### src/hw/rtl/framebuffer_clipped_draw_macros.svh
// assertion helpers used by the frame store controller
`ifndef FRAMEBUFFER_CLIPPED_DRAW_MACROS_SVH
`define FRAMEBUFFER_CLIPPED_DRAW_MACROS_SVH

// antecedent in one cycle implies consequent in the next
`define FCD_ASSERT_NEXT(name, ante, cons) \
    name: assert property (@(posedge clk) disable iff (!rst_n) (ante) |=> (cons)) \
        else $error("fcd next-cycle check failed");

// antecedent implies consequent in the same cycle
`define FCD_ASSERT_SAME(name, ante, cons) \
    name: assert property (@(posedge clk) disable iff (!rst_n) (ante) |-> (cons)) \
        else $error("fcd same-cycle check failed");

`endif

### src/hw/rtl/fcd_pkg.sv
package fcd_pkg;

    localparam int SCREEN_WIDTH  = 320;
    localparam int SCREEN_HEIGHT = 240;
    localparam int PIXEL_COUNT   = SCREEN_WIDTH * SCREEN_HEIGHT;

    localparam int ADDR_W = (PIXEL_COUNT > 1) ? $clog2(PIXEL_COUNT) : 1;
    localparam int MAX_DIM = (SCREEN_WIDTH > SCREEN_HEIGHT) ? SCREEN_WIDTH : SCREEN_HEIGHT;
    localparam int CRD_W = (MAX_DIM > 1) ? $clog2(MAX_DIM) : 1;
    localparam int CNT_W = 17;
    localparam int COLOR_W = 16;
    localparam int OP_W = 3;

    localparam logic [OP_W-1:0] OP_PIXEL = 3'd0;
    localparam logic [OP_W-1:0] OP_HSPAN = 3'd1;
    localparam logic [OP_W-1:0] OP_VSPAN = 3'd2;
    localparam logic [OP_W-1:0] OP_FILL  = 3'd3;
    localparam logic [OP_W-1:0] OP_READ  = 3'd4;

    // controller to datapath
    typedef struct packed {
        logic load;
        logic clip;
        logic addr;
        logic write;
        logic rd_req;
        logic rd_cap;
    } fcd_cmd_t;

    // datapath to controller
    typedef struct packed {
        logic is_read;
        logic remain_zero;
    } fcd_stat_t;

endpackage

### src/hw/rtl/fcd_ctrl.sv
`include "framebuffer_clipped_draw_macros.svh"

module fcd_ctrl
    import fcd_pkg::*;
(
    input  logic      clk,
    input  logic      rst_n,
    input  logic      start,
    input  fcd_stat_t stat,
    output fcd_cmd_t  cmd,
    output logic      busy,
    output logic      done
);

    localparam logic [2:0] ST_IDLE  = 3'd0;
    localparam logic [2:0] ST_CLIP  = 3'd1;
    localparam logic [2:0] ST_ADDR  = 3'd2;
    localparam logic [2:0] ST_RUN   = 3'd3;
    localparam logic [2:0] ST_RDREQ = 3'd4;
    localparam logic [2:0] ST_RDCAP = 3'd5;
    localparam logic [2:0] ST_DONE  = 3'd6;

    logic [2:0] state_reg;
    logic [2:0] state_next;

    always_comb
    begin
        state_next = state_reg;
        cmd = '0;
        case (state_reg)
            ST_IDLE:
            begin
                if (start)
                begin
                    cmd.load = 1'b1;
                    state_next = ST_CLIP;
                end
            end
            ST_CLIP:
            begin
                cmd.clip = 1'b1;
                state_next = ST_ADDR;
            end
            ST_ADDR:
            begin
                cmd.addr = 1'b1;
                state_next = stat.is_read ? ST_RDREQ : ST_RUN;
            end
            ST_RUN:
            begin
                if (stat.remain_zero)
                begin
                    state_next = ST_DONE;
                end
                else
                begin
                    cmd.write = 1'b1;
                end
            end
            ST_RDREQ:
            begin
                cmd.rd_req = 1'b1;
                state_next = ST_RDCAP;
            end
            ST_RDCAP:
            begin
                cmd.rd_cap = 1'b1;
                state_next = ST_DONE;
            end
            ST_DONE:
            begin
                state_next = ST_IDLE;
            end
            default:
            begin
                state_next = ST_IDLE;
            end
        endcase
    end

    always_ff @(posedge clk or negedge rst_n)
    begin
        if (!rst_n)
        begin
            state_reg <= ST_IDLE;
        end
        else
        begin
            state_reg <= state_next;
        end
    end

    assign busy = (state_reg != ST_IDLE);
    assign done = (state_reg == ST_DONE);

    `FCD_ASSERT_NEXT(a_accept_busy, start && !busy, busy)
    `FCD_ASSERT_NEXT(a_done_once, done, !done && !busy)
    `FCD_ASSERT_SAME(a_write_counted, cmd.write, !stat.remain_zero && !stat.is_read)
    `FCD_ASSERT_NEXT(a_read_no_write, cmd.rd_req, !cmd.write)

endmodule

### config.mk
export PLATFORM = sky130hd
export DESIGN_NAME = fcd_ctrl
export DESIGN_NICKNAME = d
export VERILOG_FILES = /design/src/hw/rtl/fcd_pkg.sv /design/src/hw/rtl/fcd_ctrl.sv
export VERILOG_INCLUDE_DIRS = /design/src /design/src/hw/rtl
export SDC_FILE = /design/constraint.sdc
export NUM_CORES = 1
export LEC_CHECK = 0
export BUFFER_PORTS_ARGS = -buffer_cell sky130_fd_sc_hd__buf_2
export CAP_MARGIN = 10
export CORE_AREA = 4 4 41 43
export CTS_BUF_LIST = sky130_fd_sc_hd__clkbuf_8 sky130_fd_sc_hd__clkbuf_16
export DETAILED_ROUTE_END_ITERATION = 16
export DIE_AREA = 0 0 45 47
export PLACE_DENSITY = 0.47
export SLEW_MARGIN = 20
export SYNTH_ARGS = -nofsm -noshare
export SYNTH_HDL_FRONTEND = slang
export SYNTH_SLANG_ARGS = --single-unit
export TNS_END_PERCENT = 10
### constraint.sdc
create_clock -name clk -period 1.3 [get_ports clk]
set_input_delay 0.065 -clock clk [delete_from_list [all_inputs] [get_ports clk]]
set_output_delay 0.065 -clock clk [all_outputs]
set_load 0.01 [all_outputs]
# == Word-level counts from Yosys, hierarchy flattened ==
# Index checks and enable logic that the tools add are counted.
# totals
reg_bits,3
latchBits,0
ramBits,0
mem_bits_ro,0
inputBits,5
output_inout_bits,8
wordCells,24
n_memories,0
# op_classes
add_sub_neg,0
multipliers,0
div_mod_pow,0
magnitude_cmp,0
n_eq_ne,8
shifts,0
mux,12
bitwise_logic,0
reduce_logical,3
# ops
op,n
$pmux 3 s6,1
$eq 3x3->1 const B,3
$mux 3,3
$mux 1,8
$eq 3x2->1 const B,2
$ne 2x2->1 const B,2
$eq 3x1->1 const B,1
$logic_not 3->1,1
$reduce_bool 3->1,1
$reduce_and 2->1,1

# == Longest topological paths before layout ==
# Gate-level depths: netlist of the first run.
# logic_depth
depth_word,3
ltp_mapped,3
ltp_nobuf,2

# == Worst setup path before layout of the first run ==
# No wires, ideal clock.
# synth_timing
path_kind,reg2out
from,register state_reg[0]
to,output cmd[5] (netlist bit)
arrival_time_ps,999
required_ps,1235
slack_ps,236
path_stages_with_launch,4
path_buffers,1
cell_sequence,dfrtp_1 -> buf_6 -> or3_4 -> nor2_2
# synth_lines
item,line,rtl
start: declaration,fcd_ctrl.sv:23,logic [2:0] state_reg;
start signal: assignment,fcd_ctrl.sv:89,state_reg <= state_next;
end: declaration,fcd_ctrl.sv:10,"output fcd_cmd_t cmd,"

==> flow_summary.ini, run 1 <==
[floorplan]
die_y_um = 47
floorplan_core_area_mm2 = 0.001301
dieArea_mm2 = 0.002115
placement_rows = 13
io_pins = 13
initial_core_util = 0.1808
chipWidth_um = 45

[synthesis]
synthArstFlopShare = 1.000
synth_area_per_cell_um2 = 9.409
syn_area_um2 = 235.2
synth_edf_count = 0
syn-instance-count = 25
synthesis.yosys.warnings = 0
post_synth_main_area_contributors = sky130_fd_sc_hd__dfrtp_1 32%, sky130_fd_sc_hd__nor3b_1 9.6%, sky130_fd_sc_hd__and4bb_2 5.3%
syn-num-nets = 30
synth-seq-cells = 3
seq_area_frac_synth = 0.3191
synth-main-ff-cell = sky130_fd_sc_hd__dfrtp_1
synth_cell_types = 18
synth.largest_area_cell = sky130_fd_sc_hd__dfrtp_1
post_synth_most_frequent_cells = 3 x sky130_fd_sc_hd__dfrtp_1, 3 x sky130_fd_sc_hd__nor3b_1, 2 x sky130_fd_sc_hd__buf_2, 2 x sky130_fd_sc_hd__nand2b_1, 2 x sky130_fd_sc_hd__nor2b_1
synth_top_area_frac = 0.3191

[power_and_ir_drop]
net_switching_share_of_the_total_power = 0.3558
power_density_mw_per_mm2 = 2513
power.ir.vdd_worst_mv = 0.6136
pwr-share-comb = 0.546
cell_internal_pwr_w = 0.0005997
clock_power_share = 0.282
cellLeakagePower_nw = 0.1900
totalPowerFinal_w = 0.0009309
power_switching_w = 0.0003312
p_seq_frac = 0.172

[timing]
fin_crit_ns = 1.224
grt_setup_unrepaired = no
final_hold_violating_endpoints = 0
tightest_pin_transition_ns = 0.2109
setup-violations-final = 0
timing.max_slew.rel_slack = 0.8554
fmaxAchievable_mhz = 817.3
drv_slew = 0
setup_tns_ns = 0
clock-skew-final_ns = 0.0007280
final.period_utilization = 0.9412

[setup_path]
crit_path_start_kind = flip-flop
worstSetupPathType = flip-flop to output pin
worst_path_required_time_ns = 1.24
critPathCaptureType = output pin
worst-path-max-fanout = 2
critical_path_arrival_ns = 1.16

[route]
drt_drc_violations_left = 0
final_ant_viol_nets = 0
drt-total-wl_um = 538
detail_route.vias_per_cell = 3.877
drt_iter0_markers = 4
vias = 221
routedWlPerCell_um = 9.439
detail_route.first_pass.iterations = 3

[global_route]
maximum_number_of_pins_on_one_net_before_global_route_repair = 13
first_global_vias = 192
grt_first_pass_wirelength_um = 807
grt_remaining_overflow = 0
grt_antenna_before_repair = 0
grt_util_all_layers = 0.06255

[finish]
layout_cell_share_with_drive_strength_beyond_1 = 0.5238
layout.nets = 48
fill_cells = 146
finish.utilization = 0.2846
areaGrowthSynthToFinish_pct = 57.45
ant_diodes = 0
largest_reg_flops = 3
layoutNonFillerInstCount = 57

[placed_design]
place.port_buffers = 12
detailed_place_hpwl_um = 358.7
place.detailed.instances = 52
routabilityCongestion = 0.5766

[clock_tree]
cts_htree_levels = 1
clock_tree_from_tritoncts = yes
cts-root-to-sink-buffers = 2
cts_repair_resize_count = 0
insertion_delay_ns = 0.21
numClockSinks = 3
clk_root_buffer_cell = sky130_fd_sc_hd__clkbuf_8
cts-buffers-inserted = 3
clock_pin_slew_on_the_worst_setup_and_hold_paths_ns = 0.03

[hold_path]
timing.hold.worst.class = primary input to flip-flop

[run_status]
status = finished, final reports clean

[job]
drv_cap = 0
==> power by group through the flow <==
stage          registers, W  clock network (W)  logic [W]
2_1_floorplan      0.000163                  0   0.000366
3_3_place_gp       0.000162                  0   0.000510
3_5_place_dp       0.000162                  0   0.000507
4_1_cts            0.000161           0.000271   0.000512
5_1_grt            0.000166           0.000277   0.000561
6_report           0.000160           0.000262   0.000508
==> critical path, cell delays in order, from the launching register on <==
cell,delay [ns]
sky130_fd_sc_hd__dfrtp_1,0.36
sky130_fd_sc_hd__or3_4,0.39
sky130_fd_sc_hd__nor2_2,0.07
sky130_fd_sc_hd__buf_2,0.12
==> cell usage in the layout, fill, tap and decap left out, drive strengths merged <==
master and count:
buf 15, nor3b 3, clkbuf 3, dfrtp 3, inv 2, nand2b 2
nor2b 2, nor2 2, or3 1, nand2 1, and3b 1, and4bb 1
mux2i 1, o21ai 1, a2bb2oi 1, o21bai 1, o2bb2ai 1, dlygate4sd3 1
==> layout make-up <==
type	instances	area [µm²]	share of cell area
Inverter	1	3.754	0.01014
Clock buffer	3	41.29	0.1115
Multi-Input combinational cell	18	135.1	0.3649
Sequential cell	3	75.07	0.2027
Clock inverter	1	3.754	0.01014
Timing Repair Buffer	16	92.59	0.2500
Tap cell	15	18.77	0.05068
==> metrics by stage <==
stage | hold slack (ns) | cell area [µm²] | setup WS, ns
2_1_floorplan | -0.2306 | 235.2 | 0.2360
3_3_place_gp | -0.1359 | 315.3 | 0.3000
3_5_place_dp | -0.1377 | 315.3 | 0.2946
4_1_cts | 0.1352 | 370.4 | 0.06334
5_1_grt | 0.1415 | 370.4 | 0.02062
6_report | 0.1422 | 370.4 | 0.07643
==> repair_timing <==
item	4_1_cts	5_1_grt
buffers inserted	0	0
hold buffers	1	0
hold endpoints to repair	3	0
==> path summary, 6_finish.rpt <==
check	slack, ns	cells after the start	start	end
setup reg to reg	0.33	3	state_reg[0]$_DFFE_PN0P_	state_reg[2]$_DFFE_PN0P_
hold reg to reg	0.61	2	state_reg[1]$_DFFE_PN0P_	state_reg[0]$_DFFE_PN0P_
hold / removal	0.14	3	stat[1]	state_reg[1]$_DFFE_PN0P_
max in group asynchronous	1.02	2	rst_n	state_reg[2]$_DFFE_PN0P_
min in group asynchronous	0.17	2	rst_n	state_reg[0]$_DFFE_PN0P_
setup / recovery	0.08	3	state_reg[1]$_DFFE_PN0P_	cmd[5]
==> per-layer routing <==
metal  GRT usage  wire length [µm]
met5           0                 0
met3    0.003831                63
met1     0.07780               283
met2     0.05650               143
met4      0.1404                48
==> cell families (layout without fill, tap and decap cells) <==
kind of cell | count (synthesis) | in the layout | share of synthesized area
flip-flops | 3 | 3 | 0.3191
buffers and inverters | 4 | 21 | 0.1064
AND/OR/NAND/NOR | 13 | 13 | 0.4042
multiplexers | 1 | 1 | 0.04255
AO/OA/AOI/OAI | 4 | 4 | 0.1277
Power figures use the tool's default switching activity.
==> run 2, diff against run 1 <==
BUFFER_PORTS_ARGS = -buffer_cell sky130_fd_sc_hd__buf_4   (was -buffer_cell sky130_fd_sc_hd__buf_2)
==> run 2 against run 1 <==
Flip-flop and latch count is the same. Cell area grew 10%. Core utilization grew 3.0 points. Maximum frequency shrank 1.4%. Count of clock-buffer cells in the layout is the same. Critical endpoint is now cmd[2].
==> flow_summary.ini, run 2 (synthesis results as in run 1) <==
[placed_design]
place.port_buffers = 12
routabilityCongestion = 0.6227
detailed_place_hpwl_um = 469
place.detailed.instances = 52
dp_worst_setup_slack_ns = 0.2494
placedInstanceArea_um2 = 345.3

[timing]
tightest_pin_transition_ns = 0.1968
setup-violations-final = 0
timing.max_slew.rel_slack = 0.8651
fin_crit_ns = 1.241
drv_slew = 0
final.hold.worst_slack_ns = 0.1360
fin_ws_ns = 0.05870
fmaxAchievable_mhz = 805.6
final.period_utilization = 0.9548
final_hold_violating_endpoints = 0
clock-skew-final_ns = 0.004062

[setup_path]
critical_path_arrival_ns = 1.18
r2r-end = state_reg[2]$_DFFE_PN0P_
critical-path-max-stage-delay_ns = 0.42
worstSetupPathType = flip-flop to output pin
crit_path_start_kind = flip-flop
cp.buffers_inverters = 2
cpMaxStageDelayCell = sky130_fd_sc_hd__dfrtp_2
worst_path_required_time_ns = 1.24
worstPathCellList = buf_4 > and4bb_2 > buf_4
critPathCaptureType = output pin
worst-path-max-fanout = 6
cpMostUsedCell = sky130_fd_sc_hd__buf_4
worstRegToRegCells = 3
worstReg2RegStart = state_reg[0]$_DFFE_PN0P_
timing.reg2reg.setup_slack_ns = 0.33
critPathTopFamily = flip-flops

[global_route]
grt_antenna_before_repair = 0
grt_first_pass_wirelength_um = 1000
grt_util_all_layers = 0.07036
maximum_number_of_pins_on_one_net_before_global_route_repair = 13
first_global_vias = 244
grt_remaining_overflow = 0

[floorplan]
die_y_um = 47
placement_rows = 13
io_pins = 13
initial_core_util = 0.1808
floorplan_core_area_mm2 = 0.001301
chipWidth_um = 45
dieArea_mm2 = 0.002115

[clock_tree]
numClockSinks = 3
clock_pin_slew_on_the_worst_setup_and_hold_paths_ns = 0.03
cts_htree_levels = 1
clock_tree_from_tritoncts = yes
clk_root_buffer_cell = sky130_fd_sc_hd__clkbuf_8
insertion_delay_ns = 0.21
cts-buffers-inserted = 3
cts-root-to-sink-buffers = 2

[finish]
layoutNonFillerInstCount = 58
fin_area_um2 = 409.1
commonest_non_fill_non_tap_cell_in_the_layout = sky130_fd_sc_hd__buf_4
fill_cells = 152
layout.nets = 49
areaGrowthSynthToFinish_pct = 73.94
ant_diodes = 0
largest_reg_flops = 3
layout_cell_share_with_drive_strength_beyond_1 = 0.5581
mostFrequentLayoutCells = 16 x sky130_fd_sc_hd__buf_4, 3 x sky130_fd_sc_hd__nor3b_1, 3 x sky130_fd_sc_hd__clkbuf_8

[route]
drt_iter0_markers = 0
detail_route.first_pass.iterations = 1
vias = 230
drt_drc_violations_left = 0
drt-total-wl_um = 597
routedWlPerCell_um = 10.29
final_ant_viol_nets = 0
detail_route.vias_per_cell = 3.966

[power_and_ir_drop]
cellLeakagePower_nw = 0.1992
power_density_mw_per_mm2 = 2466
clock_power_share = 0.257
p_seq_frac = 0.177
power_switching_w = 0.0003424
pwr-share-comb = 0.566
power.ir.vdd_worst_mv = 0.6637
net_switching_share_of_the_total_power = 0.3395
cell_internal_pwr_w = 0.0006663

[run_status]
status = finished, final reports clean

[hold_path]
hold_path_end = state_reg[1]$_DFFE_PN0P_
hold_start = stat[1]
timing.hold.worst.class = primary input to flip-flop
holdPathStages = 3

[job]
drv_cap = 0
-- run 2: changes by cell type in the layout (fill, tap and decap cells not counted), sizes merged --
cell  before  now
buf       15   16
-- run 2: power groups by stage --
stage	clock (W)	combinational, W	sequential (W)
after CTS	0.000268	0.000557	0.000181
after floorplan	0	0.000366	0.000163
after global placement	0	0.000542	0.000179
after global routing	0.000279	0.000632	0.000187
after detailed placement	0	0.000553	0.000181
final	0.000260	0.000571	0.000179
-- run 2: worst max path at each step --
stage | from | end | slack (ns) | cells after the start
global route | state_reg[2]$_DFFE_PN0P_ | cmd[2] | -0.0003 | 3
CTS | state_reg[2]$_DFFE_PN0P_ | cmd[2] | 0.02 | 3
detailed placement | state_reg[2]$_DFFE_PN0P_ | cmd[5] | 0.25 | 3
global placement | state_reg[2]$_DFFE_PN0P_ | cmd[2] | 0.26 | 3
finish | state_reg[2]$_DFFE_PN0P_ | cmd[2] | 0.06 | 3
floorplan | state_reg[0]$_DFFE_PN0P_ | cmd[5] | 0.24 | 3
-- run 2: worst reg2reg max path, stage by stage, from the launching register on --
cell and delay, ns:
sky130_fd_sc_hd__dfrtp_1 0.34, sky130_fd_sc_hd__buf_4 0.16, sky130_fd_sc_hd__mux2i_1 0.25, sky130_fd_sc_hd__o21ai_1 0.10
-- run 2: through the flow --
step / util / total power, W / TNS [ns]
4_1_cts: 0.3077 / 0.001005 / 0
6_report: 0.3144 / 0.001009 / 0
3_3_place_gp: 0.2654 / 0.0007208 / 0
5_1_grt: 0.3144 / 0.001097 / -0.0002937
2_1_floorplan: - / 0.0005297 / 0
3_5_place_dp: 0.2654 / 0.0007337 / 0
-- run 2: final cells by class --
cell class,instances,area [µm²],share of cell area
clock buffers,3,41.29,0.1009
clock inverters,1,3.754,0.009174
inverters,1,3.754,0.009174
multi-input cells,18,135.1,0.3303
flip-flops and latches,3,76.32,0.1865
well taps,15,18.77,0.04587
repair buffers,17,130.1,0.3180
-- run 2: timing repair --
action	CTS	global route
resized for setup	0	1
hold endpoints to repair	3	0
hold buffers	1	0
setup endpoints to repair	0	5
buffers inserted	0	1
-- run 2: layer usage --
metal / global-route usage / share of wire / wire length, µm / vias up
li1: - / - / - / 122
met1: 0.07517 / 0.51 / 302 / 96
met2: 0.1017 / 0.41 / 243 / 12
met3: 0.04215 / 0.085 / 51 / 0
met4: 0.05263 / 0 / 0 / 0
met5: 0 / 0 / 0 / -
==> run 3, diff against run 2 <==
SETUP_SLACK_MARGIN = 0.4   (was not set)
==> run 3 against run 2 <==
Sequential power decreased by 9%. Cell count down 1.7%. Highest routed layer is now met4. Clock power about the same. Critical path depth stayed put. Global-route usage up 0.72 points. Power fell by 0.63%. First-iteration DRC count increased by 1. Core utilization did not move. Combinational power increased by 1%. Largest cell class unchanged.
==> flow_summary.ini, run 3 (synthesis results as in run 1) <==
[timing]
final_hold_violating_endpoints = 0
drv_slew = 0
grt_setup_unrepaired = yes
final.period_utilization = 0.9512
tightest_pin_transition_ns = 0.1791
clock-skew-final_ns = 0.003638
fmaxAchievable_mhz = 808.7
setup_tns_ns = 0
timing.max_slew.rel_slack = 0.8772
setup-violations-final = 0
fin_crit_ns = 1.237

[route]
drt_iter0_markers = 1
vias = 242
detail_route.first_pass.iterations = 3
final_ant_viol_nets = 0
routedWlPerCell_um = 9.842
drt_drc_violations_left = 0
detail_route.vias_per_cell = 4.246
drt-total-wl_um = 561

[setup_path]
worst-path-max-fanout = 2
worstPathCellList = or3_4 > nor2_4 > buf_6
worstRegToRegCells = 3
worst_path_required_time_ns = 1.24
r2r-end = state_reg[0]$_DFFE_PN0P_
critPathCaptureType = output pin
timing.reg2reg.setup_slack_ns = 0.35
crit_path_start_kind = flip-flop
critical_path_arrival_ns = 1.17
critical-path-max-stage-delay_ns = 0.40
critPathTopFamily = simple AND/OR/NAND/NOR gates
worstSetupPathType = flip-flop to output pin
cp.buffers_inverters = 1
worstReg2RegStart = state_reg[0]$_DFFE_PN0P_
cpMaxStageDelayCell = sky130_fd_sc_hd__or3_4

[power_and_ir_drop]
power.ir.vdd_worst_mv = 0.7425
totalPowerFinal_w = 0.001002
cellLeakagePower_nw = 0.1968
power_density_mw_per_mm2 = 2450

[clock_tree]
clock_pin_slew_on_the_worst_setup_and_hold_paths_ns = 0.03
cts_post_setup_buffers_inserted = 0
numClockSinks = 3
clock_tree_from_tritoncts = yes
insertion_delay_ns = 0.22
cts-buffers-inserted = 3
cts_htree_levels = 1
clk_root_buffer_cell = sky130_fd_sc_hd__clkbuf_8
cts-root-to-sink-buffers = 2

[finish]
largest_reg_flops = 3
layout.nets = 48
commonest_non_fill_non_tap_cell_in_the_layout = sky130_fd_sc_hd__buf_4
areaGrowthSynthToFinish_pct = 73.94
mostFrequentLayoutCells = 14 x sky130_fd_sc_hd__buf_4, 3 x sky130_fd_sc_hd__nor3b_1, 3 x sky130_fd_sc_hd__clkbuf_8, 3 x sky130_fd_sc_hd__dfrtp_1
layout_cell_share_with_drive_strength_beyond_1 = 0.5238
layoutNonFillerInstCount = 57
ant_diodes = 0

[global_route]
maximum_number_of_pins_on_one_net_before_global_route_repair = 13
first_global_vias = 251
grt_util_all_layers = 0.07753
grt_antenna_before_repair = 0
grt_first_pass_wirelength_um = 993
grt_remaining_overflow = 0

[hold_path]
hold_start = stat[1]
timing.hold.worst.class = primary input to flip-flop
holdPathStages = 3
hold_path_end = state_reg[1]$_DFFE_PN0P_

[floorplan]
io_pins = 13
initial_core_util = 0.1808
floorplan_core_area_mm2 = 0.001301
placement_rows = 13
dieArea_mm2 = 0.002115
die_y_um = 47
chipWidth_um = 45

[job]
drv_cap = 0

[placed_design]
place.detailed.instances = 52
place.port_buffers = 12
routabilityCongestion = 0.6977
detailed_place_hpwl_um = 410.1

[run_status]
status = finished, final reports clean
[run 3: worst max path at each step]
stage,startpoint,endpoint,slack (ns),cells after the start
5_1_grt,state_reg[2]$_DFFE_PN0P_,cmd[5],0.004,3
3_5_place_dp,state_reg[1]$_DFFE_PN0P_,cmd[5],0.26,3
3_3_place_gp,state_reg[1]$_DFFE_PN0P_,cmd[5],0.27,3
6_report,state_reg[2]$_DFFE_PN0P_,cmd[5],0.06,3
2_1_floorplan,state_reg[0]$_DFFE_PN0P_,cmd[5],0.26,3
4_1_cts,state_reg[2]$_DFFE_PN0P_,cmd[5],0.06,3
[run 3: worst register-to-register path, stage by stage, from the launching register on]
cell	delay, ns
sky130_fd_sc_hd__dfrtp_1	0.34
sky130_fd_sc_hd__buf_4	0.16
sky130_fd_sc_hd__mux2i_1	0.23
sky130_fd_sc_hd__o2bb2ai_1	0.14
[run 3: cell type report]
| cell class | instances | area [µm²] |
|---|---|---|
| Fill cell | 145 | 892.1 |
| Tap cell | 15 | 18.77 |
| Clock buffer | 3 | 41.29 |
| Clock inverter | 1 | 3.754 |
| Inverter | 1 | 3.754 |
| Sequential cell | 3 | 75.07 |
| Timing Repair Buffer | 16 | 126.4 |
| Multi-Input combinational cell | 18 | 140.1 |
[run 3: report_power, final]
group          switching, W  internal, W
Combinational      0.000261     0.000316
Sequential        0.0000236     0.000140
Clock             0.0000611     0.000201
Total              0.000346     0.000657
[run 3: stage by stage]
stage / instance area [µm²] / hold slack [ns] / setup WS (ns) / utilization
2_1_floorplan: 240.2 / -0.2306 / 0.2642 / -
3_3_place_gp: 350.3 / -0.1462 / 0.2708 / 0.2692
3_5_place_dp: 350.3 / -0.1459 / 0.2613 / 0.2692
4_1_cts: 409.1 / 0.1377 / 0.05772 / 0.3144
5_1_grt: 409.1 / 0.1466 / 0.004294 / 0.3144
6_report: 409.1 / 0.1386 / 0.06346 / 0.3144
[run 3: routing by layer]
| metal | wire [µm] | global-route usage | vias to the layer above |
|---|---|---|---|
| li1 | - | - | 118 |
| met1 | 209 | 0.06393 | 110 |
| met2 | 254 | 0.1045 | 10 |
| met3 | 50 | 0.03448 | 4 |
| met4 | 46 | 0.1404 | 0 |
| met5 | 0 | 0 | - |
[run 3: what timing repair did]
item | in CTS | in global routing
gates cloned | 0 | 0
hold buffers | 1 | 0
endpoints found under the setup margin | 11 | 11
gates resized for setup | 1 | 0
pin swaps | 2 | 0
hold endpoints to repair | 3 | 0
